File: src/rtl/core/isd_pkg.sv
// Shared types, constants and field widths for the IMU smoothing decimator.
`timescale 1ns / 1ps

package isd_pkg;

    localparam int ISD_RING_DEPTH = 8;
    localparam int ISD_LANES      = 6;

    localparam int ISD_WORD_W  = 16;
    localparam int ISD_TIME_W  = 32;
    localparam int ISD_SLOT_W  = 3;
    localparam int ISD_GAIN_W  = 17;
    localparam int ISD_EVERY_W = 8;
    localparam int ISD_ACC_W   = 34;

    localparam int ISD_S_TDATA_W = 144;
    localparam int ISD_M_TDATA_W = 152;
    localparam int ISD_CFG_IDX_W = 2;

    localparam logic [ISD_GAIN_W-1:0] ISD_GAIN_ONE   = 17'd32768;
    localparam logic [ISD_GAIN_W-1:0] ISD_GAIN_RST   = 17'd5000;
    localparam logic [ISD_WORD_W-1:0] ISD_PERIOD_RST = 16'd20;
    localparam logic [ISD_EVERY_W-1:0] ISD_EVERY_RST = 8'd5;

    localparam logic signed [ISD_ACC_W-1:0] ISD_ROUND_HALF = 34'sd16384;
    localparam logic signed [ISD_ACC_W-1:0] ISD_ACC_MAX    = 34'sh0_3fff_ffff;
    localparam logic signed [ISD_ACC_W-1:0] ISD_ACC_MIN    = -34'sh0_4000_0000;

    typedef enum logic [ISD_CFG_IDX_W-1:0] {
        ISD_CFG_GAIN   = 2'd0,
        ISD_CFG_PERIOD = 2'd1,
        ISD_CFG_EVERY  = 2'd2
    } isd_cfg_t;

    // Poll decision for one accepted request.
    typedef struct packed {
        logic                  fire;
        logic                  strobe;
        logic [ISD_SLOT_W-1:0] slot;
    } isd_poll_t;

endpackage

File: src/rtl/core/isd_poll.sv
// Poll timing, decimation counter and ring slot index.
`timescale 1ns / 1ps

module isd_poll
    import isd_pkg::*;
#(
    parameter int RING_DEPTH = ISD_RING_DEPTH
) (
    input  logic                   aclk,
    input  logic                   aresetn,
    input  logic                   accept,
    input  logic [ISD_WORD_W-1:0]  time_lo,
    input  logic [ISD_WORD_W-1:0]  period,
    input  logic [ISD_EVERY_W-1:0] store_every,
    output isd_poll_t              poll
);

    localparam int SLOT_W = $clog2(RING_DEPTH);
    localparam logic [SLOT_W-1:0] SLOT_LAST = SLOT_W'(RING_DEPTH - 1);

    logic [ISD_WORD_W-1:0]  last_reg,  last_next;
    logic [ISD_EVERY_W-1:0] count_reg, count_next;
    logic [SLOT_W-1:0]      slot_reg,  slot_next;
    logic [ISD_WORD_W-1:0]  elapsed;
    logic [ISD_EVERY_W-1:0] count_inc;
    logic                   fire;
    logic                   strobe;
    logic [SLOT_W+ISD_SLOT_W-1:0] slot_ext;

    assign elapsed   = time_lo - last_reg;
    assign fire      = (elapsed >= period);
    assign count_inc = count_reg + 1'b1;
    assign strobe    = fire && (count_inc >= store_every);

    always_comb begin
        last_next  = last_reg;
        count_next = count_reg;
        slot_next  = slot_reg;
        if (accept && fire) begin
            last_next  = last_reg + period;
            count_next = strobe ? '0 : count_inc;
            if (strobe) begin
                slot_next = (slot_reg == SLOT_LAST) ? '0 : slot_reg + 1'b1;
            end
        end
    end

    assign slot_ext    = {{ISD_SLOT_W{1'b0}}, slot_next};
    assign poll.fire   = fire;
    assign poll.strobe = strobe;
    assign poll.slot   = slot_ext[ISD_SLOT_W-1:0];

    always_ff @(posedge aclk) begin
        if (!aresetn) begin
            last_reg  <= '0;
            count_reg <= '0;
            slot_reg  <= '0;
        end else begin
            last_reg  <= last_next;
            count_reg <= count_next;
            slot_reg  <= slot_next;
        end
    end

endmodule

File: config.mk
export PLATFORM = sky130hd
export DESIGN_NAME = isd_poll
export DESIGN_NICKNAME = d
export VERILOG_FILES = /design/src/rtl/core/isd_pkg.sv /design/src/rtl/core/isd_poll.sv
export SDC_FILE = /design/constraint.sdc
export NUM_CORES = 1
export LEC_CHECK = 0
export BUFFER_PORTS_ARGS = -buffer_cell sky130_fd_sc_hd__buf_4
export CAP_MARGIN = 10
export CORE_MARGIN = 1
export CORE_UTILIZATION = 40
export CTS_CLUSTER_DIAMETER = 200
export DETAILED_ROUTE_END_ITERATION = 6
export HOLD_SLACK_MARGIN = 0.06
export PLACE_DENSITY = 0.65
export SETUP_SLACK_MARGIN = 0.1
export SLEW_MARGIN = 20
export SYNTH_ARGS = -nofsm -noshare
export SYNTH_HDL_FRONTEND = slang
export SYNTH_SLANG_ARGS = --single-unit
File: constraint.sdc
create_clock -name aclk -period 6.9 [get_ports aclk]
set_clock_uncertainty 0.2 [all_clocks]
set_input_delay 1.38 -clock aclk [delete_from_list [all_inputs] [get_ports aclk]]
set_output_delay 1.38 -clock aclk [all_outputs]
set_load 0.05 [all_outputs]
==> results.toml <==
[outcome]
status = "complete, no violations"

[pwr]
power_mw = 1.58
power_density_mw_per_mm2 = 421
irDropWorstVdd_mv = 0.192
pwr-share-clk = 0.062
p_sw_mw = 0.800
comb_power_share = 0.775
switching_share = 0.507
leakage_nw = 1.81
intPower_mw = 0.779
power_frac_seq = 0.163

[cells_and_area]
fillCellCount = 805
fin_util = 0.481
multiInputGateArea_mm2 = 0.00249
ff_latch_area_um2 = 541
nets = 574
area_delta_synth_final_pct = 14.8
num_antenna_cells = 0
largest_reg_flops = 16
design_area_mm2 = 0.00375
drive_gt1_frac = 0.134

[clocking]
post_cts_buffers = 0
numClockSinks = 27
ctsHtreeMaxLevel = 1
cts_hold_buf = 0
post_cts_resized = 0
cts_root_buffer = "clkbuf_8"
cts_tree = "yes"
clk_pin_slew_ns = 0.11
clk_path_buf_depth = 2
clk_latency_ns = 0.29
numCtsBuffers = 3

[logic_synthesis]
syn-instance-count = 430
synth-seq-area-share = 0.165
netlist_area_mm2 = 0.00327
synth-seq-cells = 27
synth_cell_type_count = 57
synth_ff_type = "dfxtp_1"
syn_nets = 532
yosysWarnings = 0
synth_edf_count = 0
syn_area_per_cell_um2 = 7.61
postSynth.asyncResetShare = 0

[route]
drtIter0Drc = 103
wire_per_inst_um = 13.4
vias = 3072
wirelength_um = 7660
drcViolationCount = 0
drt_first_pass_iters = 4
via_per_inst = 5.36
ant_nets = 0

[min_path]
min_delay_path_depth = 2
holdCritPathClass = "reg2reg"

[die]
dieArea_mm2 = 0.00855
die_height_um = 92.4
core_area_mm2 = 0.00781
ios = 48
rows = 32
die_w_um = 92.4
start_util = 0.419

[worst_setup_path]
worst-r2r-cell-count = 16
crit_required_ns = 5.32
cp-end-kind = "output pin"
worstPathArrival_ns = 4.81
worstPathMaxFanout = 5
worstSetupStartpointType = "input port"
worst-setup-path-type = "in2out"

[timing]
hold_viol = 0
setup_violations = 0
tightest_slew_ns = 0.844
fin_setup_tns_ns = 0
fin_crit_sh = 0.926
period_minus_slack_ns = 6.39
slew_violations = 0
rsz0062_at_grt = "false"
max_slew_margin = 0.438
fmax_mhz = 156

[global_route]
grt_pass1_wl_um = 13400
met1_usage = 0.242
grt_use_met2 = 0.341
gr-max-usage-layer = "met2"
antenna_found_initial = 0
grtUsageMet3 = 0.0255
grt_pass1_vias = 3007
grt_max_degree = 24
overflow = 0
grtUsageTotal = 0.188

[placed_design]
port_buffers = 47
place.gp.congestion = 0.880
place_area_mm2 = 0.00370
hpwl_um = 6270

[flow_run]
maxCapViolCount = 0
==> power by group through the flow <==
| stage | logic, mW | registers, mW | clock network (mW) |
|---|---|---|---|
| global placement | 1.20 | 0.261 | 0 |
| CTS | 1.23 | 0.259 | 0.101 |
| floorplan | 0.984 | 0.244 | 0 |
| finish | 1.22 | 0.257 | 0.0984 |
| global route | 1.39 | 0.266 | 0.107 |
| detailed placement | 1.22 | 0.262 | 0 |
==> layout make-up <==
class | instances | share of cell area
Multi-Input combinational cell | 343 | 0.663
Clock buffer | 3 | 0.0110
Timing Repair Buffer | 49 | 0.0980
Inverter | 48 | 0.0480
Clock inverter | 1 | 0.00233
Sequential cell | 27 | 0.144
Tap cell | 102 | 0.0340
==> worst max-delay path: stages <==
cell	delay, ns
buf_4	0.11
ha_1	0.23
or4_4	0.54
o32ai_2	0.41
nor3_2	0.12
o41ai_2	0.27
xnor2_1	0.11
ha_1	0.31
and4_1	0.22
nand2_1	0.06
a2bb2oi_1	0.15
o21a_1	0.18
or4_1	0.43
nand2_1	0.08
buf_4	0.20
==> through the flow <==
step	setup WS, ns	cells	hold slack, ns
2_1_floorplan	0.714	430	0.244
3_3_place_gp	0.580	569	0.251
3_5_place_dp	0.508	569	0.263
4_1_cts	0.497	573	0.279
5_1_grt	0.183	573	0.303
6_report	0.508	573	0.273
==> synthesized netlist by cell type (2+ instances only) <==
cell       count  share of area
buf_4          3         0.0069
a211oi_1       5          0.011
nor2b_1        2         0.0038
a21oi_1       43          0.066
clkbuf_1       4         0.0046
dfxtp_1       27           0.17
o22ai_1        6          0.011
o21a_1         6          0.014
nor2_1        31          0.036
mux2i_1        9          0.028
and3_1         4         0.0076
a21o_1        14          0.032
nand3_1       14          0.021
a31oi_1        2         0.0038
or4_1          2         0.0046
o31ai_1        3         0.0069
ha_1          57           0.22
o21ai_0       15          0.023
xnor2_1       21          0.056
nand3b_1       2         0.0046
nand2_1       45          0.052
buf_2          5         0.0076
inv_1         48          0.055
nor3_1         5         0.0076
o211ai_1       6          0.014
fa_1           2          0.012
xor2_1         8          0.021
o2111ai_1      2         0.0054
nand2b_1       3         0.0057
or3_1          6          0.011
nor3b_1        2         0.0046
nand4b_1       2         0.0054
o21bai_1       2         0.0046
==> cells in the final DEF (no fill, tap or decap), types with 3 or more instances in the layout <==
master,instances
nand2_1,45
and3_1,4
mux2i_1,9
buf_4,49
ha_1,57
xor2_1,8
xnor2_1,21
a21oi_1,43
inv_1,48
or3_1,6
o31ai_1,3
nor2_1,31
a21o_1,14
o22ai_1,6
dfxtp_1,27
nand2b_1,3
nor3_1,5
o21a_1,6
o211ai_1,6
a211oi_1,5
o21ai_0,15
nand3_1,14
clkbuf_8,3
==> per-layer routing <==
| layer | up-vias | share of wire |
|---|---|---|
| li1 | 1612 | - |
| met1 | 1413 | 0.48 |
| met2 | 42 | 0.48 |
| met3 | 5 | 0.033 |
| met4 | 0 | 0.0040 |
| met5 | - | 0 |
==> logic make-up after synthesis <==
group                      count (synthesis)  synth area share
and+or+nand+nor                          127             0.187
xor gates and xnor gates                  29            0.0776
DFF                                       27             0.165
adders and majority gates                 59             0.230
muxes                                      9            0.0275
buffers and inverters                     60            0.0742
AOI/OAI and AO/OA                        119             0.238
==> final timing paths <==
kind / start / end / slack, ns
min: count_reg[1] / count_reg[1] / 0.27
max reg2reg: last_reg[1] / last_reg[15] / 2.64
min reg2reg: count_reg[1] / count_reg[1] / 0.27
max: time_lo[6] / poll[0] / 0.51
(Power assumes the default switching activity.)
