<file path="src/rtl/core/isd_pkg.sv">
// Shared types, constants and field widths for the IMU smoothing decimator.
`timescale 1ns / 1ps

package isd_pkg;

    localparam int ISD_RING_DEPTH = 8;
    localparam int ISD_LANES      = 6;

    localparam int ISD_WORD_W  = 16;
    localparam int ISD_TIME_W  = 32;
    localparam int ISD_SLOT_W  = 3;
    localparam int ISD_GAIN_W  = 17;
    localparam int ISD_EVERY_W = 8;
    localparam int ISD_ACC_W   = 34;

    localparam int ISD_S_TDATA_W = 144;
    localparam int ISD_M_TDATA_W = 152;
    localparam int ISD_CFG_IDX_W = 2;

    localparam logic [ISD_GAIN_W-1:0] ISD_GAIN_ONE   = 17'd32768;
    localparam logic [ISD_GAIN_W-1:0] ISD_GAIN_RST   = 17'd5000;
    localparam logic [ISD_WORD_W-1:0] ISD_PERIOD_RST = 16'd20;
    localparam logic [ISD_EVERY_W-1:0] ISD_EVERY_RST = 8'd5;

    localparam logic signed [ISD_ACC_W-1:0] ISD_ROUND_HALF = 34'sd16384;
    localparam logic signed [ISD_ACC_W-1:0] ISD_ACC_MAX    = 34'sh0_3fff_ffff;
    localparam logic signed [ISD_ACC_W-1:0] ISD_ACC_MIN    = -34'sh0_4000_0000;

    typedef enum logic [ISD_CFG_IDX_W-1:0] {
        ISD_CFG_GAIN   = 2'd0,
        ISD_CFG_PERIOD = 2'd1,
        ISD_CFG_EVERY  = 2'd2
    } isd_cfg_t;

    // Poll decision for one accepted request.
    typedef struct packed {
        logic                  fire;
        logic                  strobe;
        logic [ISD_SLOT_W-1:0] slot;
    } isd_poll_t;

endpackage

</file>
<file path="src/rtl/core/isd_merge.sv">
// Merge stage: combine lane values, held temperature and poll status into the result.
`timescale 1ns / 1ps

module isd_merge
    import isd_pkg::*;
(
    input  logic                         aclk,
    input  logic                         aresetn,
    input  logic                         accept,
    input  logic                         frame_ok,
    input  logic        [ISD_WORD_W-1:0] temp_raw,
    input  logic        [ISD_TIME_W-1:0] stamp,
    input  isd_poll_t                    poll,
    input  logic signed [ISD_WORD_W-1:0] lane_value [ISD_LANES],
    output logic                         s_ready,
    output logic                         m_tvalid,
    input  logic                         m_tready,
    output logic      [ISD_M_TDATA_W-1:0] m_tdata,
    output logic                         m_tuser
);

    logic                      valid_reg, valid_next;
    logic [ISD_M_TDATA_W-1:0]  data_reg;
    logic                      user_reg;
    logic [ISD_WORD_W-1:0]     temp_reg, temp_next;
    logic                      load;

    assign s_ready   = !valid_reg || m_tready;
    assign load      = accept && poll.fire;
    assign temp_next = (load && frame_ok) ? temp_raw : temp_reg;

    always_comb begin
        valid_next = valid_reg;
        if (load) begin
            valid_next = 1'b1;
        end else if (m_tready) begin
            valid_next = 1'b0;
        end
    end

    always_ff @(posedge aclk) begin
        if (!aresetn) begin
            valid_reg <= 1'b0;
            temp_reg  <= '0;
        end else begin
            valid_reg <= valid_next;
            temp_reg  <= temp_next;
        end
    end

    always_ff @(posedge aclk) begin
        if (load) begin
            data_reg <= {5'b0, stamp, poll.slot, temp_next,
                         lane_value[5], lane_value[4], lane_value[3],
                         lane_value[2], lane_value[1], lane_value[0]};
            user_reg <= poll.strobe;
        end
    end

    assign m_tvalid = valid_reg;
    assign m_tdata  = data_reg;
    assign m_tuser  = user_reg;

endmodule

</file>
<file path="config.mk">
export PLATFORM = sky130hd
export DESIGN_NAME = isd_merge
export DESIGN_NICKNAME = d
export VERILOG_FILES = /design/src/rtl/core/isd_pkg.sv /design/src/rtl/core/isd_merge.sv
export SDC_FILE = /design/constraint.sdc
export NUM_CORES = 1
export LEC_CHECK = 0
export ABC_AREA = 1
export BUFFER_PORTS_ARGS = -buffer_cell sky130_fd_sc_hd__buf_2
export CORE_UTILIZATION = 35
export DETAILED_ROUTE_END_ITERATION = 8
export GPL_ROUTABILITY_DRIVEN = 0
export PLACE_DENSITY = 0.66
export SYNTH_ARGS = -nofsm -noshare
export SYNTH_HDL_FRONTEND = slang
export SYNTH_SLANG_ARGS = --single-unit
export TNS_END_PERCENT = 10
</file>
<file path="constraint.sdc">
create_clock -name aclk -period 10.3 [get_ports aclk]
set_input_delay 0 -clock aclk [delete_from_list [all_inputs] [get_ports aclk]]
set_output_delay 0 -clock aclk [all_outputs]
set_load 0.1 [all_outputs]
</file>
==> results of run 1 <==
final cells by class:
cell class | instances | area share [%]
Timing Repair Buffer | 453 | 33.0
Clock inverter | 15 | 1.86
Clock buffer | 17 | 4.65
Sequential cell | 165 | 52.3
Inverter | 51 | 2.15
Tap cell | 184 | 2.52
Multi-Input combinational cell | 73 | 3.60
placed cells by master (no fill, tap or decap), types with 2 or more instances in the layout:
cell and n:
edfxtp_1 148, inv_6 5, bufinv_16 2, dfxtp_1 17, buf_2 303, inv_1 49
nand2_1 34, nor2_1 16, nand4_1 16, clkinv_4 6, clkinv_1 2, clkbuf_16 17
dlygate4sd3_1 149, conb_1 5
stage by stage:
step | cell area, um^2 | util [%] | cells | hold WS, ps | power, mW
6_report | 9150 | 62.0 | 958 | 79.7 | 1.85
5_1_grt | 9150 | 62.0 | 958 | 117 | 1.90
4_1_cts | 9150 | 62.0 | 958 | 52.2 | 1.86
3_5_place_dp | 7060 | 47.9 | 777 | 178 | 1.19
3_3_place_gp | 7060 | 47.9 | 777 | 177 | 1.18
2_1_floorplan | 5400 | - | 302 | 98.9 | 1.12
power by group through the flow:
stage	Sequential (mW)	Clock, mW	Combinational [mW]
2_1_floorplan	1.08	0	0.0344
3_5_place_dp	0.802	0	0.385
3_3_place_gp	0.801	0	0.382
6_report	0.789	0.627	0.431
5_1_grt	0.792	0.668	0.443
4_1_cts	0.788	0.639	0.430
worst max-delay path: cells and delay by family:
family	cells	cell delay (ps)
buf+inv	3	1590
simple gates	1	190
per-layer routing:
layer / vias up / part of all wire [%] / global-route usage (%)
met5: - / 0 / 0
met4: 0 / 2.7 / 9.00
li1: 1948 / - / -
met2: 178 / 56 / 35.8
met3: 33 / 6.1 / 4.93
met1: 1956 / 36 / 18.9
kinds of logic after synthesis:
family	count (synthesis)
AO/OA/AOI/OAI	1
flip-flops	165
buffers and inverters	64
AND/OR/NAND/NOR	67
other	1
cells in the mapped netlist (all sizes together):
cell / number / area, um^2
inv: 50 / 188
nand2: 34 / 128
edfxtp: 148 / 4440
dfxtp: 17 / 340
clkinv: 1 / 3.75
clkbuf: 1 / 3.75
conb: 1 / 3.75
buf: 12 / 86.3
nand3: 1 / 17.5
nor2: 16 / 60.1
nand4: 16 / 100
a21oi: 1 / 5.00
path summary, 6_finish.rpt:
check / from / to / slack [ps] / depth (start not counted)
min reg2reg: m_tvalid$_SDFFE_PN0P_ / m_tvalid$_SDFFE_PN0P_ / 510 / 2
max reg2reg: temp_reg[9]$_SDFF_PN0_ / m_tdata[105]$_DFFE_PP_ / 9510 / 4
min: frame_ok / temp_reg[5]$_SDFF_PN0_ / 80 / 4
max: poll[4] / m_tdata[14]$_DFFE_PP_ / 8430 / 4
==> reports/metrics.yaml, run 1 <==
finalSetupViolCount: 0
cts.repair.resized: 0
crit_type: "primary input to flop"
fmax_mhz: 535
synth_top_family_by_area: "simple AND/OR/NAND/NOR gates"
nNetsFinal: 915
num_antenna_cells: 0
grt_max_degree: 76
vdd.ir_drop.worst_v: 0.000105
grt_first_pass_wirelength_um: 22300
switching_power_mw: 0.620
synth_xor_area_share_pct: 0
chipHeight_um: 126
cts_tree: "yes"
largest_reg_flops: 147
synth-compound-area-share_pct: 0.0930
setup_tns_ps: 0
antenna_found_initial: 0
ant_nets: 0
rows: 44
synth-simple-area-share_pct: 5.67
syn_avg_cell_area_um2: 18.1
drc: 0
die_w_um: 126
status: "completed"
synth_mux_area_share_pct: 0
path_max_fanout: 75
min_path_type: "primary input to flop"
dr_total_vias: 4115
ys_seq_elements: 165
cts.sinks: 165
setup_slack_ps: 8430
crit_path_end_kind: "flop"
p_int_mw: 1.23
dr.pass1.iters: 4
numCtsBuffers: 17
grt_pass1_vias: 4353
initial_core_util_pct: 36.5
slew_headroom_pct: 37.7
wl_per_cell_um: 15.7
grt.total_usage_pct: 18.8
ff_latch_area_mm2: 0.00478
ys_seq_area_share_pct: 88.9
synthToLayoutAreaGrowth_pct: 70.1
syn_area_mm2: 0.00538
dpl_worst_slack_ps: 8010
ys_warn_count: 0
crit_path_cell_trace: "buf_2, nand2_1, inv_6, buf_4"
worst_setup_path_start_kind: "primary input"
synth_cell_types: 14
finalHoldViolCount: 0
clock_latency_ps: 410
core_mm2: 0.0148
fin_crit_ps: 1870
arrival_ps: 1900
cts_buffer_depth: 2
dieArea_mm2: 0.0159
required_ps: 10330
synthAdderAreaFrac_pct: 0
power_frac_clock_pct: 34.0
drt-initial-drc-count: 313
max_stage_delay_ps: 820
grt.overflow.total: 0
hold_buffers: 149
multi_input_area_um2: 329
slew_violations: 0
cpMaxStageDelayCell: "buf_4"
ios: 309
worst_pin_slew_ps: 934
drive_gt1_share_pct: 43.5
numPortBuffers: 303
rsz0062_at_grt: "no"
p_per_area_mw_per_mm2: 202
routed_via_density: 4.30
cts.clk_slew.worst_paths_ps: 60
syn_inst: 298
drv_cap: 0
wl_um: 15000
hpwl_um: 9470
cts_root_buf: "clkbuf_16"
h-tree-depth: 4
netSwitchingFraction_pct: 33.5
cts_setup_buffers: 0
n_fill_cell: 1122
pwr-share-comb_pct: 23.3
seqPwrFrac_pct: 42.7
fin_skew_ps: 6.76
total_leakage_power_nw: 4.09
period_share_pct: 18.1
No activity file was read; power rests on OpenSTA's default activity.
==> inputs of run 2 (changes only) <==
PLACE_DENSITY = 0.69   (was 0.66)
clock period = 1.65 ns   (was 10.3 ns; I/O delays follow)
==> reports/metrics.yaml, run 2 (synthesis gave the netlist of run 1 again) <==
arrival_ps: 1250  # -650 ps
numCtsBuffers: 17  # unchanged
hold_buffers: 150  # +0.67%
numPortBuffers: 303  # unchanged
required_ps: 1650  # -8680 ps
fin_crit_ps: 1250
fmax_mhz: 801
drv_cap: 0  # unchanged
final_common_cell: "buf_2"
cts_setup_buffers: 0  # unchanged
cts_buffer_depth: 2  # unchanged
rsz0062_at_grt: "no"
cts_tree: "yes"
h-tree-depth: 4  # unchanged
cts.repair.resized: 0  # unchanged
dr_total_vias: 4159  # +1.1%
grt.overflow.total: 0  # unchanged
grt_first_pass_wirelength_um: 23600  # +6.0%
n_fill_cell: 1081  # -3.7%
slew_violations: 0  # unchanged
rows: 44  # unchanged
dr.pass1.iters: 4  # unchanged
core_mm2: 0.0148  # unchanged
crit_path_end_kind: "output port"
setup_slack_ps: 402  # -8030 ps
worst_setup_path_start_kind: "flop"
multi_input_area_um2: 337  # +2.3%
hold_ws_ps: 75.6  # -4.13 ps
slew_headroom_pct: 63.1  # +25 points
chipHeight_um: 126  # unchanged
vdd.ir_drop.worst_v: 0.000633  # +500%
p_per_area_mw_per_mm2: 1260  # +520%
wl_per_cell_um: 16.6  # +6.3%
cts_root_buf: "clkbuf_16"
cts.clk_slew.worst_paths_ps: 60  # about the same
drt-initial-drc-count: 191  # -39%
synthToLayoutAreaGrowth_pct: 71.9
wl_um: 16100  # +7.2%
cts.sinks: 165  # unchanged
period_share_pct: 75.6
nNetsFinal: 922  # +0.77%
largest_reg_flops: 147  # unchanged
total_leakage_power_nw: 4.13  # +0.94%
ios: 309  # unchanged
initial_core_util_pct: 36.5  # unchanged
grt.total_usage_pct: 20.3  # +1.5 points
path_max_fanout: 2  # -97%
min_path_type: "primary input to flop"
dpl_worst_slack_ps: 527  # -7480 ps
p_total_mw: 11.6  # +530%
antenna_found_initial: 0  # unchanged
dieArea_mm2: 0.0159  # unchanged
die_w_um: 126  # unchanged
drive_gt1_share_pct: 44.0  # +0.51 points
fin_skew_ps: 1.95  # -4.81 ps
ant_nets: 0  # unchanged
drc: 0  # unchanged
crit_type: "flop to output port"
grt_pass1_vias: 4460  # +2.5%
ff_latch_area_mm2: 0.00478  # unchanged
finalHoldViolCount: 0  # unchanged
layout_common_cells: "buf_2, dlygate4sd3_1, edfxtp_1"
clock_latency_ps: 410  # about the same
routed_via_density: 4.31  # +0.23%
worst_pin_slew_ps: 557  # -377 ps
finalSetupViolCount: 0  # unchanged
grt_max_degree: 67  # -12%
status: "completed"
hpwl_um: 9940  # +4.9%
-- run 2: cell types whose count changed in the layout (fill, tap and decap cells not counted), moves of 2 or more --
cell | previous run | this run
buf_12 | 0 | 2
buf_4 | 1 | 5
clkinv_2 | 0 | 2
clkinv_4 | 6 | 2
clkinvlp_4 | 1 | 5
inv_6 | 5 | 3
-- run 2: final timing paths --
| kind | end | slack, ps | startpoint | depth (start not counted) |
|---|---|---|---|---|
| worst max-delay path | s_ready | 400 | m_tvalid$_SDFFE_PN0P_ | 2 |
| worst max register to register | m_tvalid$_SDFFE_PN0P_ | 490 | m_tvalid$_SDFFE_PN0P_ | 3 |
| worst min register to register | temp_reg[4]$_SDFF_PN0_ | 530 | temp_reg[4]$_SDFF_PN0_ | 4 |
| worst min-delay path | temp_reg[15]$_SDFF_PN0_ | 80 | frame_ok | 4 |
-- run 2: power by group --
| part | internal [mW] | total (mW) | switching [mW] |
|---|---|---|---|
| logic | 0.559 | 2.72 | 2.16 |
| registers | 4.85 | 4.93 | 0.0802 |
| clock network | 2.39 | 3.99 | 1.60 |
| total | 7.80 | 11.6 | 3.84 |
-- run 2: critical path, stage by stage (launching register included) --
cell	delay (ps)
dfxtp_1	310
nand2_1	90
buf_2	430
-- run 2: through the flow --
stage	cells	setup TNS (ps)	util (%)	area, um^2
CTS	965	0	62.7	9250
detailed placement	783	0	48.4	7140
global placement	783	0	48.4	7140
global route	965	0	62.7	9250
floorplan	302	-184420	-	5430
finish	966	0	62.7	9250
-- run 2: final cells by class --
class | count | area share, %
Antenna cell | 1 | 0.0271
Clock buffer | 17 | 4.60
Clock inverter | 15 | 1.92
Inverter | 51 | 2.11
Multi-Input combinational cell | 73 | 3.64
Sequential cell | 165 | 51.7
Tap cell | 184 | 2.49
Timing Repair Buffer | 460 | 33.5
-- run 2: routing by layer --
| layer | share of wire (%) | GRT usage, % | up-vias |
|---|---|---|---|
| met2 | 56 | 38.8 | 183 |
| met1 | 34 | 18.9 | 1968 |
| li1 | - | - | 1966 |
| met3 | 6.8 | 7.01 | 42 |
| met4 | 3.9 | 10.3 | 0 |
| met5 | 0 | 0 | - |
