==> src/rtl/core/isd_pkg.sv <==
// Shared types, constants and field widths for the IMU smoothing decimator.
`timescale 1ns / 1ps

package isd_pkg;

    localparam int ISD_RING_DEPTH = 8;
    localparam int ISD_LANES      = 6;

    localparam int ISD_WORD_W  = 16;
    localparam int ISD_TIME_W  = 32;
    localparam int ISD_SLOT_W  = 3;
    localparam int ISD_GAIN_W  = 17;
    localparam int ISD_EVERY_W = 8;
    localparam int ISD_ACC_W   = 34;

    localparam int ISD_S_TDATA_W = 144;
    localparam int ISD_M_TDATA_W = 152;
    localparam int ISD_CFG_IDX_W = 2;

    localparam logic [ISD_GAIN_W-1:0] ISD_GAIN_ONE   = 17'd32768;
    localparam logic [ISD_GAIN_W-1:0] ISD_GAIN_RST   = 17'd5000;
    localparam logic [ISD_WORD_W-1:0] ISD_PERIOD_RST = 16'd20;
    localparam logic [ISD_EVERY_W-1:0] ISD_EVERY_RST = 8'd5;

    localparam logic signed [ISD_ACC_W-1:0] ISD_ROUND_HALF = 34'sd16384;
    localparam logic signed [ISD_ACC_W-1:0] ISD_ACC_MAX    = 34'sh0_3fff_ffff;
    localparam logic signed [ISD_ACC_W-1:0] ISD_ACC_MIN    = -34'sh0_4000_0000;

    typedef enum logic [ISD_CFG_IDX_W-1:0] {
        ISD_CFG_GAIN   = 2'd0,
        ISD_CFG_PERIOD = 2'd1,
        ISD_CFG_EVERY  = 2'd2
    } isd_cfg_t;

    // Poll decision for one accepted request.
    typedef struct packed {
        logic                  fire;
        logic                  strobe;
        logic [ISD_SLOT_W-1:0] slot;
    } isd_poll_t;

endpackage

==> src/rtl/core/isd_lane.sv <==
// One Q15 first-order smoothing lane holding its channel value.
`timescale 1ns / 1ps

module isd_lane
    import isd_pkg::*;
(
    input  logic                         aclk,
    input  logic                         aresetn,
    input  logic                         update,
    input  logic        [ISD_GAIN_W-1:0] gain,
    input  logic        [ISD_GAIN_W-1:0] gain_comp,
    input  logic signed [ISD_WORD_W-1:0] sample,
    output logic signed [ISD_WORD_W-1:0] value_next
);

    logic signed [ISD_WORD_W-1:0] value_reg;
    logic signed [ISD_GAIN_W:0]   gain_s;
    logic signed [ISD_GAIN_W:0]   comp_s;
    logic signed [ISD_ACC_W-1:0]  prod_new;
    logic signed [ISD_ACC_W-1:0]  prod_old;
    logic signed [ISD_ACC_W-1:0]  acc;
    logic signed [ISD_ACC_W-1:0]  acc_sat;

    assign gain_s   = {1'b0, gain};
    assign comp_s   = {1'b0, gain_comp};
    assign prod_new = sample * gain_s;
    assign prod_old = value_reg * comp_s;
    assign acc      = prod_new + prod_old + ISD_ROUND_HALF;

    always_comb begin
        priority if (acc > ISD_ACC_MAX) begin
            acc_sat = ISD_ACC_MAX;
        end else if (acc < ISD_ACC_MIN) begin
            acc_sat = ISD_ACC_MIN;
        end else begin
            acc_sat = acc;
        end
    end

    // Saturated range fits 31 bits, so the arithmetic shift is a part-select.
    assign value_next = update ? acc_sat[30:15] : value_reg;

    always_ff @(posedge aclk) begin
        if (!aresetn) begin
            value_reg <= '0;
        end else begin
            value_reg <= value_next;
        end
    end

endmodule

==> config.mk <==
export PLATFORM = sky130hd
export DESIGN_NAME = isd_lane
export DESIGN_NICKNAME = d
export VERILOG_FILES = /design/src/rtl/core/isd_pkg.sv /design/src/rtl/core/isd_lane.sv
export SDC_FILE = /design/constraint.sdc
export NUM_CORES = 1
export LEC_CHECK = 0
export ABC_AREA = 0
export ABC_CLOCK_PERIOD_IN_PS = 8500
export BUFFER_PORTS_ARGS = -buffer_cell sky130_fd_sc_hd__buf_2
export CAP_MARGIN = 20
export CELL_PAD_IN_SITES_DETAIL_PLACEMENT = 0
export CELL_PAD_IN_SITES_GLOBAL_PLACEMENT = 1
export CORE_ASPECT_RATIO = 1.1
export CORE_UTILIZATION = 40
export DETAILED_ROUTE_END_ITERATION = 10
export HOLD_SLACK_MARGIN = 0.12
export PLACE_DENSITY_LB_ADDON = 0.1
export SKIP_CTS_REPAIR_TIMING = 1
export SYNTH_ARGS = -nofsm -noshare
export SYNTH_HDL_FRONTEND = slang
export SYNTH_SLANG_ARGS = --single-unit
==> constraint.sdc <==
create_clock -name aclk -period 8.5 [get_ports aclk]
set_input_delay 0 -clock aclk [delete_from_list [all_inputs] [get_ports aclk]]
set_output_delay 0 -clock aclk [all_outputs]
set_load 0.02 [all_outputs]
==> results.yml, run 1 <==
outcome:
  status: "finished, violations left"
  failed_checks: "design-rule violations"
setup_path:
  r2r_start: "value_reg[6]"
  rrSetupSlack_ns: 0.67
  crit_start: "value_reg[8]"
  endpoint_kind: "output pin"
  required_ns: 8.50
  timing.rr.end: "value_reg[5]"
  worstSetupPathType: "reg -> out"
  reg2reg_depth: 24
  critPathLaunchType: "register"
  arrival_ns: 8.18
  path_max_fanout: 16
cells_and_area:
  syn_to_final_growth_pct: 5.41
  drive_gt1_share_pct: 5.79
  nFillCells: 4981
  final_nets: 2990
  diodes: 0
  largest_reg_flops: 16
yosys:
  ys_top_cells_by_area: "fa_1 49%, ha_1 15%, inv_1 11%"
  synth_top_flop_cell: "dfxtp_1"
  ys_seq_area_share_pct: 1.62
  synth.avg_cell_area_um2: 8.89
  yosysUniqueCellTypes: 61
  async_flop_share_pct: 0
  synth-edff-count: 0
  ys_warn_count: 0
  synth_top_area_share_pct: 48.5
  syn_inst: 2222
  syn-num-nets: 2984
  synth_top_area_cell: "fa_1"
  synth-seq-cells: 16
  netlist_area_um2: 19800
routing:
  drt_wl_total_um: 53900
  vias: 13900
  ant_nets: 0
  firstDrtPassIters: 8
  drc_errors: 2
  dr.first_iter.drc_count: 716
  via_per_inst: 4.84
  wl_per_cell_um: 18.7
sta:
  hold_viol_final: 0
  holdWs_ns: 0.155
  slew_viol_final: 0
  slew_headroom_pct: 51.8
  final.min_clock_period_ns: 8.18
  max_slew.worst_pin.slew_ns: 0.705
  rsz0062_at_grt: "false"
  setup_viol: 0
  period_share_pct: 96.2
  finClkSkew_ns: 0.00390
  max_freq_mhz: 122
clock_network:
  cts_tree: "built"
  ctsHtreeMaxLevel: 1
  numCtsBuffers: 3
  cts_root_buf: "clkbuf_16"
  clockBufferDepth: 2
  clock-sinks: 16
  clk-insertion-delay-late_ns: 0.26
  cts.clk_slew.worst_paths_ns: 0.06
placed_design:
  gp_congestion: 0.876
  dpl.hpwl_um: 46800
  io_buffers: 68
floorplan:
  dieArea_um2: 50300
  die_x_um: 214
  initial_core_util_pct: 40.5
  die_y_um: 235
  coreArea_um2: 48800
  io_pins: 69
  placementRows: 85
grt:
  grtUsageTotal_pct: 22.4
  grt_overflow: 0
  antenna_found_initial: 0
  grt_pass1_wl_um: 87800
  grt_pass1_vias: 15300
  grt_max_degree: 34
hold_path:
  holdPathEnd: "value_reg[10]"
  min_path_type: "in -> reg"
  hold_start: "aresetn"
  min_path_cells: 3
run:
  maxCapViolCount: 0
## critical path: stages (launching register included)
cell and delay, ns:
dfxtp_1 0.74, nand2_1 0.18, fa_1 0.56, inv_1 0.05
fa_1 0.51, inv_1 0.06, fa_1 0.53, inv_1 0.05
fa_1 0.45, fa_1 0.54, fa_1 0.44, fa_1 0.49
inv_1 0.05, fa_1 0.47, inv_1 0.04, ha_1 0.38
nand4_1 0.13, a21oi_1 0.18, o41ai_2 0.18, a21oi_1 0.36
o21ai_0 0.26, o311ai_0 0.45, xor2_1 0.39, nand2_2 0.11
a21oi_1 0.15, buf_2 0.18
## worst max-delay path by stage
stage / end / slack [ns] / cells past startpoint
2_1_floorplan: value_next[7] / 1.04 / 28
3_3_place_gp: value_next[14] / 0.25 / 23
3_5_place_dp: value_next[1] / 0.12 / 25
4_1_cts: value_next[1] / -0.18 / 23
5_1_grt: value_next[10] / 0.01 / 25
6_report: value_next[12] / 0.32 / 25
## through the flow
stage          cell area [um2]  setup WS [ns]  TNS, ns  std cells  util [%]
2_1_floorplan            19800           1.04        0       2222         -
3_3_place_gp             20700          0.250        0       2873      42.4
3_5_place_dp             20700          0.124        0       2873      42.4
4_1_cts                  20800         -0.184    -1.57       2877      42.6
5_1_grt                  20800         0.0132        0       2879      42.7
6_report                 20800          0.319        0       2879      42.7
## synthesized netlist by cell type, types with 5 or more instances
master,number
inv_1,600
fa_1,479
nand2_1,269
and2_1,267
ha_1,230
clkbuf_1,80
a21oi_1,58
nor2_1,53
o21ai_0,33
xnor2_1,18
dfxtp_1,16
nand2_2,11
nand2b_1,8
nand3_1,8
o211ai_1,8
nor3_1,7
a211oi_1,6
nand4_1,6
a21oi_2,5
## final cells by class
class                   count  area [um2]  area share, %
well taps                 652         816           3.92
repair buffers             93         553           2.65
clock buffers               4        88.8          0.426
flip-flops and latches     16         325           1.56
inverters                 601        2260           10.8
multi-input cells        1513       16800           80.6
## layout by cell type (no fill, tap or decap), drive strengths merged, types with 3 or more instances in the layout
master | Yosys | routed
ha | 230 | 230
o21a | 4 | 4
dfxtp | 16 | 16
a21oi | 63 | 63
nand2b | 8 | 8
nor3 | 7 | 7
a211oi | 6 | 6
o21ai | 34 | 34
o211ai | 8 | 8
fa | 479 | 479
xor2 | 4 | 4
a21o | 3 | 3
clkbuf | 82 | 4
nor2 | 53 | 53
and2 | 268 | 268
nand4 | 6 | 6
inv | 600 | 600
nand2 | 280 | 280
xnor2 | 18 | 18
nand3 | 9 | 9
buf | 10 | 93
## logic make-up after synthesis
| family | synth area share [%] |
|---|---|
| adder cells (fa/ha/maj) | 63.1 |
| XOR/XNOR | 0.975 |
| AO/OA/AOI/OAI | 4.50 |
| AND/OR/NAND/NOR | 16.3 |
| buffers and inverters | 13.5 |
| flip-flops | 1.62 |
## routing by layer
layer  part of all wire [%]  track usage [%]
met2                     44             35.2
met3                    3.1            0.982
met5                      0                0
met1                     52             35.2
met4                   0.95             2.55
Power of run 1 is not shown: default switching activity piles up to over one toggle a cycle in this logic, so the estimate is an artifact.
==> run 2: changes to the inputs <==
Settings changed: CORE_MARGIN from default to 2.
==> run 2 against run 1 <==
Sequential share of layout area about the same. Highest routed layer unchanged. Count of clock-buffer cells in the layout unchanged. Register-to-register slack worse by 0.10 ns. Die area up 1.8%. First-iteration DRC count shrank 15%. Global-route usage increased by 0.074 points. Critical path type unchanged. Cell count barely moved. Worst setup slack worse by 0.068 ns. Non-clock buffer count fell by 1. Clock skew grew 0.0028 ns. The run now ends clean.
==> results.yml, run 2 (synthesis results as in run 1) <==
outcome:
  status: "completed"
grt:
  grt_max_degree: 34
  grt_pass1_wl_um: 89400
  grt_overflow: 0
  antenna_found_initial: 0
  grtUsageTotal_pct: 22.5
  grt_pass1_vias: 15600
sta:
  period_share_pct: 97.1
  hold_viol_final: 0
  max_slew.worst_pin.slew_ns: 0.994
  finClkSkew_ns: 0.00674
  slew_headroom_pct: 32.9
  rsz0062_at_grt: "false"
  setup_viol: 0
  max_freq_mhz: 121
  setup_slack_ns: 0.251
  slew_viol_final: 0
  final.min_clock_period_ns: 8.25
setup_path:
  r2r_start: "value_reg[4]"
  path_buf_inv: 6
  endpoint_kind: "output pin"
  arrival_ns: 8.25
  crit_start: "value_reg[4]"
  worstSetupPathType: "reg -> out"
  path_max_fanout: 19
  slowest_delay_ns: 0.80
  critPathLaunchType: "register"
  crit_chain: "and2_1 -> fa_1 -> inv_1 -> fa_1 -> inv_1 -> fa_1 -> ha_1 -> fa_1 -> fa_1 -> inv_1 -> fa_1 -> fa_1 -> inv_1 -> ha_1 -> a22o_1 -> o41ai_1 -> a21oi_1 -> or4_1 -> nand3_1 -> nand4_1 -> nand2_2 -> buf_12 -> a21oi_1 -> buf_2"
  cp_slowest_cell: "o41ai_1"
  cp_common_cell: "fa_1"
  required_ns: 8.50
  cp_top_family: "adder cells"
routing:
  vias: 13900
  ant_nets: 0
  wl_per_cell_um: 18.8
  drc_errors: 0
  firstDrtPassIters: 4
  via_per_inst: 4.85
  dr.first_iter.drc_count: 611
  drt_wl_total_um: 54100
floorplan:
  die_x_um: 216
  io_pins: 69
  initial_core_util_pct: 40.4
  dieArea_um2: 51200
  placementRows: 85
  die_y_um: 237
  coreArea_um2: 48900
clock_network:
  ctsHtreeMaxLevel: 1
  clockBufferDepth: 2
  numCtsBuffers: 3
  clock-sinks: 16
  cts_tree: "built"
  cts_root_buf: "clkbuf_16"
  clk-insertion-delay-late_ns: 0.27
  cts.clk_slew.worst_paths_ns: 0.06
cells_and_area:
  layout_commonest_cell: "inv_1"
  diodes: 0
  largest_reg_flops: 16
  final_nets: 2989
  syn_to_final_growth_pct: 5.33
  layout_common_cells: "600 x inv_1, 479 x fa_1, 269 x nand2_1, 267 x and2_1, 230 x ha_1"
  drive_gt1_share_pct: 6.02
  nFillCells: 5045
placed_design:
  preCtsSetupSlack_ns: 0.0851
  dpl.hpwl_um: 46500
  gp_congestion: 0.893
  io_buffers: 68
hold_path:
  min_path_type: "in -> reg"
  hold_start: "aresetn"
run:
  maxCapViolCount: 0
==> run 2: layout make-up <==
type	instances	area, um2	area share [%]
clock buffer	4	88.8	0.427
inverter	601	2260	10.8
multi-input combinational	1513	16800	80.6
sequential	16	334	1.61
tap	652	816	3.92
timing repair buffer	92	537	2.58
==> run 2: per-layer routing <==
layer,share of wire (%),track usage [%],vias to the layer above
met3,3.8,1.32,46
li1,-,-,6446
met4,1.6,3.53,0
met2,44,35.2,291
met5,0,0,-
met1,51,35.0,7161
==> run 2: worst paths after layout <==
kind | endpoint | slack (ns) | cells after the start
min reg2reg | value_reg[0] | 0.63 | 2
min | value_reg[8] | 0.17 | 3
max | value_next[8] | 0.25 | 24
max reg2reg | value_reg[14] | 0.57 | 23
==> run 2: stage by stage <==
stage | area [um2] | utilization, % | hold slack (ns) | instances | TNS (ns)
final | 20800 | 42.5 | 0.168 | 2878 | 0
after global routing | 20800 | 42.5 | 0.198 | 2878 | 0
after CTS | 20800 | 42.5 | 0.167 | 2878 | -2.21
after detailed placement | 20700 | 42.3 | 0.442 | 2874 | 0
after global placement | 20700 | 42.3 | 0.444 | 2874 | 0
after floorplan | 19800 | - | 0.138 | 2222 | 0
==> run 2: worst register-to-register path: cells and delay by family (launching register included) <==
family | cells | cell delay, ns
adder cells (fa/ha/maj) | 9 | 4.05
AO/OA/AOI/OAI | 4 | 1.43
buffers and inverters | 5 | 0.41
AND/OR/NAND/NOR | 5 | 1.46
flip-flops | 1 | 0.46
Power of run 2 is left out for the same reason.
